`config.mk`:
```
export PLATFORM = sky130hd
export DESIGN_NAME = rotator_command_position_control
export DESIGN_NICKNAME = d
export VERILOG_FILES = /design/src/sv/rcpc_pkg.sv /design/src/sv/rcpc_ram.sv /design/src/sv/rcpc_avg.sv /design/src/sv/rotator_command_position_control.sv
export SDC_FILE = /design/constraint.sdc
export NUM_CORES = 2
export LEC_CHECK = 0
export BUFFER_PORTS_ARGS = -buffer_cell sky130_fd_sc_hd__buf_4
export CORE_MARGIN = 2
export CORE_UTILIZATION = 70
export CTS_BUF_LIST = sky130_fd_sc_hd__clkbuf_4
export DETAILED_ROUTE_END_ITERATION = 7
export GPL_ROUTABILITY_DRIVEN = 0
export HOLD_SLACK_MARGIN = 0.08
export PLACE_DENSITY = 0.87
export RECOVER_POWER = 100
export SLEW_MARGIN = 20
export SYNTH_ARGS = -nofsm -noshare
export SYNTH_HDL_FRONTEND = slang
export SYNTH_HIERARCHICAL = 1
export SYNTH_SLANG_ARGS = --single-unit
```
`constraint.sdc`:
```
create_clock -name clk -period 33.6 [get_ports clk]
set_clock_uncertainty 0.2 [all_clocks]
set_input_delay 1.68 -clock clk [delete_from_list [all_inputs] [get_ports clk]]
set_output_delay 1.68 -clock clk [all_outputs]
set_load 0.01 [all_outputs]
```
`src/sv/rcpc_pkg.sv`:
```
// Package for the rotator command/position block: sizes, codes, helpers.
// No dependencies.
`timescale 1ns / 1ps
`default_nettype none
package rcpc_pkg;
	localparam int AVERAGE_DEPTH_DEF = 128;
	localparam int LINE_CAPACITY_DEF = 32;
	localparam int KEPT_CHARS = 8;
	localparam int REPLY_MAX = 12;
	localparam logic [8:0] AZ_LIMIT_RST = 9'd360;
	localparam logic [8:0] EL_LIMIT_RST = 9'd180;
	localparam logic [0:0] REG_AZ_LIMIT = 1'b0;
	localparam logic [0:0] REG_EL_LIMIT = 1'b1;
	localparam logic [1:0] DRV_OFF = 2'd0;
	localparam logic [1:0] DRV_FWD = 2'd1;
	localparam logic [1:0] DRV_REV = 2'd2;
	localparam logic [7:0] CH_CR = 8'h0d;
	localparam logic [7:0] CH_LF = 8'h0a;
	localparam logic [7:0] CH_QM = 8'h3f;
	localparam logic [7:0] CH_SP = 8'h20;
	localparam logic [7:0] CH_GT = 8'h3e;
	localparam logic [7:0] CH_PLUS = 8'h2b;
	localparam logic [7:0] CH_ZERO = 8'h30;

	// command letters
	localparam logic [7:0] KEY_STOP = 8'h53;     // S
	localparam logic [7:0] KEY_POINT = 8'h57;    // W
	localparam logic [7:0] KEY_MOVE = 8'h4d;     // M
	localparam logic [7:0] KEY_REPORT = 8'h43;   // C
	localparam logic [7:0] KEY_BOTH = 8'h32;     // 2
	localparam logic [7:0] KEY_RIGHT = 8'h52;    // R
	localparam logic [7:0] KEY_LEFT = 8'h4c;     // L
	localparam logic [7:0] KEY_UP = 8'h55;       // U
	localparam logic [7:0] KEY_DOWN = 8'h44;     // D
	localparam logic [7:0] KEY_AZ_STOP = 8'h41;  // A
	localparam logic [7:0] KEY_EL_STOP = 8'h45;  // E
	localparam logic [7:0] KEY_ELEV = 8'h42;     // B

	typedef logic [7:0] char_t;
	typedef char_t [REPLY_MAX-1:0] reply_t;

	// three decimal digits of a 9-bit value, hundreds first
	function automatic logic [23:0] dec3(input logic [8:0] v);
		logic [3:0] h;
		logic [3:0] t;
		logic [8:0] r;
		h = 4'((15'(v) * 15'd41) >> 12);
		r = v - 9'(h) * 9'd100;
		t = 4'((11'(r) * 11'd13) >> 7);
		if (r < 9'(t) * 9'd10) t = t - 4'd1;
		r = r - 9'(t) * 9'd10;
		return {8'h30 + 8'(h), 8'h30 + 8'(t), 8'h30 + 8'(r)};
	endfunction
endpackage
`default_nettype wire

```
`src/sv/rcpc_ram.sv`:
```
// Generic single-port-write, single-read RAM with registered read data.
// No dependencies.
`timescale 1ns / 1ps
`default_nettype none
module rcpc_ram #(
	parameter int WIDTH = 9,
	parameter int DEPTH = 128
) (
	input  wire                      clk,
	input  wire                      we,
	input  wire  [$clog2(DEPTH)-1:0] waddr,
	input  wire  [WIDTH-1:0]         wdata,
	input  wire  [$clog2(DEPTH)-1:0] raddr,
	output logic [WIDTH-1:0]         rdata
);
	logic [WIDTH-1:0] mem [DEPTH];
	always_ff @(posedge clk) begin
		if (we) mem[waddr] <= wdata;
		rdata <= mem[raddr];
	end
endmodule
`default_nettype wire

```
`src/sv/rcpc_avg.sv`:
```
// Moving averages of azimuth and elevation over two ring RAMs.
// Uses rcpc_pkg and rcpc_ram. Clears the rings by a sweep after reset.
`timescale 1ns / 1ps
`default_nettype none
module rcpc_avg #(
	parameter int AVERAGE_DEPTH = 128
) (
	input  wire        clk,
	input  wire        arst_n,
	input  wire        start,
	input  wire  [8:0] az_in,
	input  wire  [8:0] el_in,
	output logic       busy,
	output logic       done,
	output logic [8:0] az_avg,
	output logic [8:0] el_avg
);
	import rcpc_pkg::*;
	localparam int AW = (AVERAGE_DEPTH > 1) ? $clog2(AVERAGE_DEPTH) : 1;
	localparam int SW = AW + 9;
	logic [AW-1:0] pos_q;
	logic [AW:0]   clr_q;
	logic          clearing;
	logic          rd_s1;
	logic [8:0]    az_s1, el_s1, az_old, el_old;
	logic [SW-1:0] az_sum_q, el_sum_q;
	logic [SW-1:0] az_nsum, el_nsum;
	logic          we;
	logic [AW-1:0] waddr;
	logic [8:0]    az_w, el_w;

	assign clearing = clr_q != (AW+1)'(AVERAGE_DEPTH);
	assign busy = clearing || rd_s1;
	assign we = clearing || rd_s1;
	assign waddr = clearing ? clr_q[AW-1:0] : pos_q;
	assign az_w = clearing ? 9'd0 : az_s1;
	assign el_w = clearing ? 9'd0 : el_s1;
	assign az_nsum = az_sum_q - SW'(az_old) + SW'(az_s1);
	assign el_nsum = el_sum_q - SW'(el_old) + SW'(el_s1);

	rcpc_ram #(.WIDTH(9), .DEPTH(AVERAGE_DEPTH)) u_az (
		.clk(clk), .we(we), .waddr(waddr), .wdata(az_w), .raddr(pos_q), .rdata(az_old));
	rcpc_ram #(.WIDTH(9), .DEPTH(AVERAGE_DEPTH)) u_el (
		.clk(clk), .we(we), .waddr(waddr), .wdata(el_w), .raddr(pos_q), .rdata(el_old));

	always_ff @(posedge clk or negedge arst_n) begin
		if (!arst_n) begin
			clr_q <= '0;
			pos_q <= '0;
			rd_s1 <= 1'b0;
			done <= 1'b0;
			az_sum_q <= '0;
			el_sum_q <= '0;
		end else begin
			done <= 1'b0;
			if (clearing) clr_q <= clr_q + (AW+1)'(1);
			rd_s1 <= start;
			if (rd_s1) begin
				az_sum_q <= az_nsum;
				el_sum_q <= el_nsum;
				pos_q <= (pos_q == AW'(AVERAGE_DEPTH - 1)) ? '0 : pos_q + AW'(1);
				done <= 1'b1;
			end
		end
	end
	always_ff @(posedge clk) begin
		if (start) begin
			az_s1 <= az_in;
			el_s1 <= el_in;
		end
	end
	assign az_avg = 9'(az_sum_q / AVERAGE_DEPTH);
	assign el_avg = 9'(el_sum_q / AVERAGE_DEPTH);
endmodule
`default_nettype wire

```
`src/sv/rotator_command_position_control.sv`:
```
// Rotator command/position controller (uses rcpc_pkg, rcpc_avg, rcpc_ram).
// A byte item moves the state register straight to SEND for its first result;
// a sample item passes WAIT first for the ring read, sum update and drive update.
// Replies stream one byte per cycle while out_ready is high, and the next item is
// taken with the final result. After reset the rings are swept to zero, with no
// item accepted.
`timescale 1ns / 1ps
`default_nettype none
module rotator_command_position_control #(
	parameter int AVERAGE_DEPTH = rcpc_pkg::AVERAGE_DEPTH_DEF,
	parameter int LINE_CAPACITY = rcpc_pkg::LINE_CAPACITY_DEF
) (
	input  wire        clk,
	input  wire        arst_n,
	input  wire        in_valid,
	output logic       in_ready,
	input  wire        func,
	input  wire  [7:0] rx_byte,
	input  wire  [8:0] azimuth_sample,
	input  wire  [8:0] elevation_sample,
	input  wire        cfg_valid,
	output logic       cfg_ready,
	input  wire  [0:0] cfg_index,
	input  wire  [8:0] cfg_data,
	output logic       out_valid,
	input  wire        out_ready,
	output logic       tx_valid,
	output logic [7:0] tx_char,
	output logic       last,
	output logic [1:0] azimuth_drive,
	output logic [1:0] elevation_drive
);
	import rcpc_pkg::*;
	localparam int LW = $clog2(LINE_CAPACITY + 1);
	localparam reply_t REP_DONE = {{10{8'h00}}, CH_LF, CH_CR};
	localparam reply_t REP_ERR = {{9{8'h00}}, CH_GT, CH_SP, CH_QM};

	// Top-level sequencer: IDLE takes an item, WAIT for the ring update, SEND
	// streams reply bytes from a holding register, taking the next item at the end.
	typedef enum logic [1:0] {ST_IDLE, ST_WAIT, ST_SEND} st_t;
	st_t st_q;

	logic [8:0]  az_lim_q, el_lim_q, az_tgt_q, el_tgt_q, lat_el_q;
	logic        az_act_q, el_act_q;
	logic [1:0]  az_drv_q, el_drv_q;
	logic [LW-1:0] len_q;
	char_t       chars_q [KEPT_CHARS];
	reply_t      rep_q;
	logic [3:0]  rep_len_q, rep_idx_q;
	logic        avg_busy, avg_done;
	logic [8:0]  az_avg, el_avg;
	logic        acc, tick_go;

	// next values from running the pending line
	reply_t      cmd_rep;
	logic [3:0]  cmd_len;
	logic [8:0]  nx_az_tgt, nx_el_tgt;
	logic        nx_az_act, nx_el_act;
	logic [1:0]  nx_az_drv, nx_el_drv;

	assign cfg_ready = 1'b1;
	// take an item while idle or with the last one's final result, never while averaging
	assign in_ready = ((st_q == ST_IDLE) || (st_q == ST_SEND && out_ready && last))
		&& !avg_busy;
	assign acc = in_valid && in_ready;
	assign tick_go = acc && func;

	rcpc_avg #(.AVERAGE_DEPTH(AVERAGE_DEPTH)) u_avg (
		.clk(clk), .arst_n(arst_n), .start(tick_go), .az_in(azimuth_sample),
		.el_in(elevation_sample), .busy(avg_busy), .done(avg_done),
		.az_avg(az_avg), .el_avg(el_avg));

	// Command decode, all combinational on the stored line.
	char_t c0, c1;
	logic [23:0] d_az, d_el, d_lat, d_one;
	assign c0 = chars_q[0];
	assign c1 = chars_q[1];
	assign d_az = dec3(az_avg);
	assign d_el = dec3(el_avg);
	assign d_lat = dec3(lat_el_q);
	assign d_one = (c0 == KEY_REPORT) ? d_az : d_lat;

	// Parse three chars starting at a fixed place; digits up to first zero byte.
	function automatic logic [9:0] parse3(input char_t a, input char_t b, input char_t c,
			input logic [8:0] lim);
		logic [9:0] v;
		logic ok, stop;
		char_t ch [3];
		ch[0] = a; ch[1] = b; ch[2] = c;
		v = '0; ok = 1'b1; stop = 1'b0;
		for (int k = 0; k < 3; k++) begin
			if (!stop) begin
				if (ch[k] == 8'd0) stop = 1'b1;
				else if (ch[k] < 8'h30 || ch[k] > 8'h39) begin
					ok = 1'b0; stop = 1'b1;
				end else v = 10'(v * 10'd10 + 10'(ch[k] - 8'h30));
			end
		end
		if (v > 10'(lim)) ok = 1'b0;
		return ok ? {1'b1, v[8:0]} : 10'd0;
	endfunction

	// Line including the terminating zero written at len (if within kept chars).
	char_t ln [KEPT_CHARS];
	always_comb begin
		for (int i = 0; i < KEPT_CHARS; i++)
			ln[i] = (LW'(i) == len_q) ? 8'd0 : chars_q[i];
	end

	logic [9:0] p_az, p_el;
	assign p_az = parse3(ln[1], ln[2], ln[3], az_lim_q);
	assign p_el = parse3(ln[5], ln[6], ln[7], el_lim_q);

	// Run the pending line: reply text and the new targets, flags and drives.
	// Anything unknown or malformed answers "? >".
	always_comb begin
		cmd_rep = REP_ERR;
		cmd_len = 4'd3;
		nx_az_tgt = az_tgt_q; nx_el_tgt = el_tgt_q;
		nx_az_act = az_act_q; nx_el_act = el_act_q;
		nx_az_drv = az_drv_q; nx_el_drv = el_drv_q;
		if (c0 == KEY_STOP && len_q == LW'(1)) begin
			nx_az_drv = DRV_OFF; nx_el_drv = DRV_OFF;
			nx_az_act = 1'b0; nx_el_act = 1'b0;
			cmd_rep = REP_DONE; cmd_len = 4'd2;
		end else if (c0 == KEY_POINT && len_q == LW'(8)) begin
			// a good azimuth sticks even when the elevation field is bad
			if (p_az[9]) nx_az_tgt = p_az[8:0];
			if (p_az[9] && p_el[9]) begin
				nx_el_tgt = p_el[8:0];
				nx_az_act = 1'b1; nx_el_act = 1'b1;
				cmd_rep = REP_DONE; cmd_len = 4'd2;
			end
		end else if (c0 == KEY_MOVE && len_q == LW'(4)) begin
			if (p_az[9]) begin
				nx_az_tgt = p_az[8:0]; nx_az_act = 1'b1;
				cmd_rep = REP_DONE; cmd_len = 4'd2;
			end
		end else if (c0 == KEY_REPORT && len_q >= LW'(2) && c1 == KEY_BOTH) begin
			cmd_rep = {CH_LF, CH_CR, d_el[7:0], d_el[15:8], d_el[23:16],
				CH_ZERO, CH_PLUS, d_az[7:0], d_az[15:8], d_az[23:16],
				CH_ZERO, CH_PLUS};
			cmd_len = 4'd12;
		end else if (len_q == LW'(1) && (c0 == KEY_RIGHT || c0 == KEY_LEFT)) begin
			nx_az_tgt = (c0 == KEY_RIGHT) ? az_lim_q : 9'd0;
			nx_az_act = 1'b1;
			cmd_rep = REP_DONE; cmd_len = 4'd2;
		end else if (len_q == LW'(1) && (c0 == KEY_UP || c0 == KEY_DOWN)) begin
			nx_el_tgt = (c0 == KEY_UP) ? el_lim_q : 9'd0;
			nx_el_act = 1'b1;
			cmd_rep = REP_DONE; cmd_len = 4'd2;
		end else if (len_q == LW'(1) && c0 == KEY_AZ_STOP) begin
			nx_az_drv = DRV_OFF; nx_az_act = 1'b0;
			cmd_rep = REP_DONE; cmd_len = 4'd2;
		end else if (len_q == LW'(1) && c0 == KEY_EL_STOP) begin
			nx_el_drv = DRV_OFF; nx_el_act = 1'b0;
			cmd_rep = REP_DONE; cmd_len = 4'd2;
		end else if (len_q == LW'(1) && (c0 == KEY_REPORT || c0 == KEY_ELEV)) begin
			// one number: azimuth average or latest elevation sample
			cmd_rep = {{5{8'h00}}, CH_LF, CH_CR, d_one[7:0], d_one[15:8], d_one[23:16],
				CH_ZERO, CH_PLUS};
			cmd_len = 4'd7;
		end
	end

	always_ff @(posedge clk) begin
		if (acc && !func && rx_byte != CH_CR && len_q < LW'(KEPT_CHARS)
				&& len_q < LW'(LINE_CAPACITY))
			chars_q[len_q[2:0]] <= rx_byte;
	end

	always_ff @(posedge clk or negedge arst_n) begin
		if (!arst_n) begin
			st_q <= ST_IDLE;
			az_lim_q <= AZ_LIMIT_RST;
			el_lim_q <= EL_LIMIT_RST;
			az_tgt_q <= '0; el_tgt_q <= '0; lat_el_q <= '0;
			az_act_q <= 1'b0; el_act_q <= 1'b0;
			az_drv_q <= DRV_OFF; el_drv_q <= DRV_OFF;
			len_q <= '0;
			rep_len_q <= '0; rep_idx_q <= '0;
			rep_q <= '0;
		end else begin
			// configuration must arrive only while idle; the block does not enforce it
			if (cfg_valid) begin
				unique case (cfg_index)
					REG_AZ_LIMIT: az_lim_q <= cfg_data;
					REG_EL_LIMIT: el_lim_q <= cfg_data;
					default: ;
				endcase
			end
			if (acc) begin
				// new item: restart the reply stream
				rep_idx_q <= '0;
				if (func) begin
					lat_el_q <= elevation_sample;
					rep_len_q <= '0;
					st_q <= ST_WAIT;
				end else begin
					st_q <= ST_SEND;
					if (rx_byte == CH_CR) begin
						len_q <= '0;
						if (len_q != '0) begin
							rep_q <= cmd_rep;
							rep_len_q <= cmd_len;
							az_tgt_q <= nx_az_tgt; el_tgt_q <= nx_el_tgt;
							az_act_q <= nx_az_act; el_act_q <= nx_el_act;
							az_drv_q <= nx_az_drv; el_drv_q <= nx_el_drv;
						end else begin
							rep_len_q <= '0;  // empty line: no reply
						end
					end else begin
						rep_len_q <= '0;
						if (len_q < LW'(LINE_CAPACITY)) len_q <= len_q + LW'(1);
						else len_q <= '0;  // drop the line on overflow
					end
				end
			end else begin
				unique case (st_q)
					ST_IDLE: ;
					ST_WAIT: begin
						// averages are fresh once the ring update lands
						if (avg_done) begin
							st_q <= ST_SEND;
							if (az_act_q) begin
								if (az_tgt_q > az_avg) az_drv_q <= DRV_FWD;
								else if (az_tgt_q < az_avg) az_drv_q <= DRV_REV;
								else begin az_drv_q <= DRV_OFF; az_act_q <= 1'b0; end
							end
							if (el_act_q) begin
								if (el_tgt_q > el_avg) el_drv_q <= DRV_FWD;
								else if (el_tgt_q < el_avg) el_drv_q <= DRV_REV;
								else begin el_drv_q <= DRV_OFF; el_act_q <= 1'b0; end
							end
						end
					end
					ST_SEND: begin
						// advance one reply byte per accepted result
						if (out_ready) begin
							if (last) st_q <= ST_IDLE;
							else rep_idx_q <= rep_idx_q + 4'd1;
						end
					end
					default: st_q <= ST_IDLE;
				endcase
			end
		end
	end

	assign out_valid = (st_q == ST_SEND);
	assign tx_valid = rep_len_q != '0;
	assign tx_char = tx_valid ? rep_q[rep_idx_q] : 8'd0;
	assign last = (rep_idx_q + 4'd1 >= rep_len_q);
	assign azimuth_drive = az_drv_q;
	assign elevation_drive = el_drv_q;
endmodule
`default_nettype wire

```
==> summary.md <==
| Metric | Value |
|---|---|
| Status | `finished with violations` |
| Failing checks | `capacitance limit, slew limit` |
| Area of the multi-input gates | `34400 um^2` |
| CTS Buf Count | `624` |
| # IOs | `59` |
| Initial Utilization | `70.3%` |
| Top achievable clock speed | `0.0731 GHz` |
| Final hold violation count | `0` |
| Hpwl dp | `176000 um` |
| Finished layout cell area | `123000 um^2` |
| Final Util | `76.6%` |
| Count of cell types in the netlist | `97` |
| Register area share after synthesis | `67.2%` |
| Post-synthesis async set-or-reset flop share | `6.04%` |
| CTS tree | `yes` |
| Register Area | `75600 um^2` |
| Gate count of the mapped netlist | `6246` |
| Post-synth top area cell | `edfxtp_1` |
| First-pass GRT wire length | `434000 um` |
| Slowest CP cell | `dfrtp_1` |
| I/O Buffers | `57` |
| Share of cells above drive strength 1 | `25.5%` |
| Largest net degree at the start of global routing | `175` |
| Htree depth | `6` |
| Crit-path max FO | `13` |
| Initial antenna violation count | `26` |
| Worst slack, placed | `19960 ps` |
| Max_cap viols | `52` |
| Pleak | `0.0358 uW` |
| Die X | `405 um` |
| CP most frequent cell | `ha_1` |
| CP Class | `reg2reg` |
| Reg2reg path depth | `55` |
| Final critical-path required period | `13680 ps` |
| GRT Util Overall | `36.7%` |
| CP required | `34700 ps` |
| Least-Margin Pin Slew | `5600 ps` |
| DRT antenna net count | `0` |
| # setup viols final | `0` |
| Worst R2R End | `rep_q[39]` |
| DRC | `0` |
| Total Wirelength | `295000 um` |
| Vias in the first global route | `66500` |
| Worst slew margin | `-274%` |
| Final Cycle Share | `40.7%` |
| Area after DPL | `115000 um^2` |
| WL/cell | `31.4 um` |
| Synth Register Bits | `2550` |
| Core Footprint | `160000 um^2` |
| Die area | `164000 um^2` |
| Startpoint Class | `flop` |
| Postcts setup bufs | `0` |
| Hold Path End | `u_avg/el_s1[3]` |
| Pwr Total | `6060 uW` |
| Element type at the critical path end | `flop` |
| Hold Path Class | `in2reg` |
| Post-Syn Area | `113000 um^2` |
| Initial DRT Pass Iterations | `8` |
| Worst r2r src | `u_avg/az_sum_q[11]` |
| Worst setup margin | `19920 ps` |
| Yosys top cell area share | `63.4%` |
| Synth Flop Type | `edfxtp_1` |
| Die Span Y | `405 um` |
| Clock root buffer | `clkbuf_4` |
| Hold Crit Depth | `1` |
| Pwr/cell area | `49.4 nW/um^2` |
| Clk_lat worst skew | `1530 ps` |
| Clock-pin slew on the worst setup and hold paths | `70 ps` |
| GRT overflow | `0` |
| Setup slack, reg-to-reg | `19920 ps` |
| Final Max Tran Viols | `2900` |
| # resized after CTS | `0` |
| EDFF count, synth | `2378` |
| Avg Cell Area, Syn | `18.0 um^2` |
| Worst VDD drop | `0.0515 mV` |
| Row cnt | `147` |
| NumNets Final | `7253` |
| Vias | `65500` |
| Number of DRC markers in iteration 0 | `10400` |
| Final setup TNS | `0 ps` |
| Synth warn | `6` |
| Largest cells by area after synthesis | `edfxtp_1 63%, mux4_2 15%, ha_1 4.5%, dfrtp_1 3.2%, nor2_1 1.4%` |
| Avg Vias per Cell | `6.98` |
| Max Root-Sink Buffers | `4` |
| Max stage delay on crit path | `620 ps` |
| Fillcell total | `8174` |
| Worst Path Arrival | `14780 ps` |
| RSZ-0062 raised after global routing | `no` |
| Area growth, synth to finish | `8.92%` |
| CTS sink cnt | `2550` |
| HP Start | `elevation_sample[3]` |
## registers in the layout, summed over array words and instances (netlist names), 6 cells and up
| name | count |
|---|---|
| az_tgt_q | 9 |
| az_lim_q | 9 |
| u_avg/u_az/rdata | 9 |
| el_tgt_q | 9 |
| chars_q | 56 |
| u_avg/u_el/mem | 1152 |
| u_avg/el_s1 | 9 |
| len_q | 6 |
| rep_q | 38 |
| u_avg/u_el/rdata | 9 |
| u_avg/el_sum_q | 16 |
| lat_el_q | 9 |
| el_lim_q | 9 |
| u_avg/az_sum_q | 16 |
| u_avg/az_s1 | 9 |
| u_avg/u_az/mem | 1152 |
| u_avg/clr_q | 8 |
| u_avg/pos_q | 7 |
## critical path, delay by kind of cell (launching register included)
family	cells	cell delay [ps]
buf+inv	5	410
compound gates	16	2800
mux	1	430
xor+xnor	8	2110
simple gates	9	1550
fa+ha+maj	16	5430
flops	1	620
## layer usage
| metal | vias up | part of all wire (%) | routed length [um] | global-route usage, % |
|---|---|---|---|---|
| met4 | 18 | 5.4 | 16000 | 17.9 |
| li1 | 26200 | - | - | - |
| met2 | 5506 | 49 | 145000 | 59.0 |
| met5 | - | 0.041 | 121 | 0 |
| met3 | 1059 | 12 | 36200 | 8.41 |
| met1 | 32700 | 33 | 97900 | 48.2 |
## metrics by stage
| stage | hold WS [ps] | cells |
|---|---|---|
| 6_report | 271 | 9382 |
| 5_1_grt | 207 | 9374 |
| 4_1_cts | 118 | 9367 |
| 3_5_place_dp | 260 | 8277 |
| 3_3_place_gp | 257 | 8277 |
| 2_1_floorplan | 236 | 6251 |
## layout by cell type (no fill, tap or decap), drive strengths merged, types with 56 or more instances in the layout
cell type,synthesis,layout
xnor2,113,113
inv,333,348
ha,404,404
dfrtp,146,146
mux2,56,56
a21o,67,67
mux4,760,760
clkbuf,148,995
nor2,412,412
nor3,58,58
edfxtp,2378,2378
a21oi,146,146
nand2,238,238
o21ai,154,154
nand3,76,76
clkinv,0,155
fa,62,62
## timing repair
action | CTS | global route
setup endpoints to repair | 0 | 0
hold buffers | 1 | 0
hold endpoints to repair | 29 | 0
## cell type report
| type | instances | share of cell area, % |
|---|---|---|
| Sequential cell | 2550 | 61.7 |
| Multi-Input combinational cell | 3099 | 28.1 |
| Clock buffer | 900 | 5.51 |
| Tap cell | 2160 | 2.20 |
| Inverter | 333 | 1.02 |
| Clock inverter | 189 | 0.919 |
| Timing Repair Buffer | 137 | 0.573 |
| Antenna cell | 14 | 0.0286 |
## Yosys cell counts, types with 8 or more instances
library cell / number
a211oi_1: 16
a21boi_0: 11
a21o_1: 67
a21oi_1: 143
a221oi_1: 12
a22o_1: 17
a31oi_1: 9
and2_1: 45
and3_1: 18
buf_1: 39
buf_2: 41
buf_4: 33
buf_6: 8
clkbuf_1: 148
dfrtp_1: 146
dfstp_2: 8
dfxtp_1: 18
edfxtp_1: 2378
fa_1: 62
ha_1: 404
inv_1: 333
mux2_2: 47
mux2_4: 8
mux2i_1: 29
mux4_2: 760
nand2_1: 236
nand2b_1: 38
nand3_1: 75
nand4_1: 30
nor2_1: 410
nor2b_1: 42
nor3_1: 58
nor3b_1: 9
nor4_1: 13
o211ai_1: 16
o21a_1: 27
o21ai_0: 137
o21ai_1: 14
o21bai_1: 16
o31ai_1: 16
or3_1: 14
xnor2_1: 113
xor2_1: 47
## logic make-up (layout without fill, tap and decap cells)
| family | after synthesis | after routing | share of synthesized area, % |
|---|---|---|---|
| compound gates | 572 | 572 | 3.32 |
| xor+xnor | 164 | 164 | 1.32 |
| fa+ha+maj | 466 | 466 | 5.59 |
| buf+inv | 602 | 1559 | 2.22 |
| flops | 2550 | 2550 | 67.2 |
| mux | 845 | 845 | 16.0 |
| other cells | 2 | 21 | 0.00667 |
| simple gates | 1045 | 1045 | 4.34 |
## power breakdown
part | total (uW) | internal (uW) | switching (uW)
clock network | 2610 | 1340 | 1270
registers | 3420 | 3420 | 2.45
logic | 24.8 | 8.23 | 16.6
## how the worst max path moves through the flow
| stage | depth (start not counted) | slack (ps) | startpoint | endpoint |
|---|---|---|---|---|
| after CTS | 55 | 19880 | u_avg/az_sum_q[11] | rep_q[39] |
| after global placement | 55 | 20310 | u_avg/az_sum_q[11] | rep_q[39] |
| after floorplan | 56 | 21480 | u_avg/az_sum_q[9] | rep_q[39] |
| after detailed placement | 55 | 19960 | u_avg/az_sum_q[11] | rep_q[39] |
| after global routing | 55 | 18960 | u_avg/az_sum_q[11] | rep_q[39] |
| final | 55 | 19920 | u_avg/az_sum_q[11] | rep_q[39] |
Power figures use the tool's default switching activity.
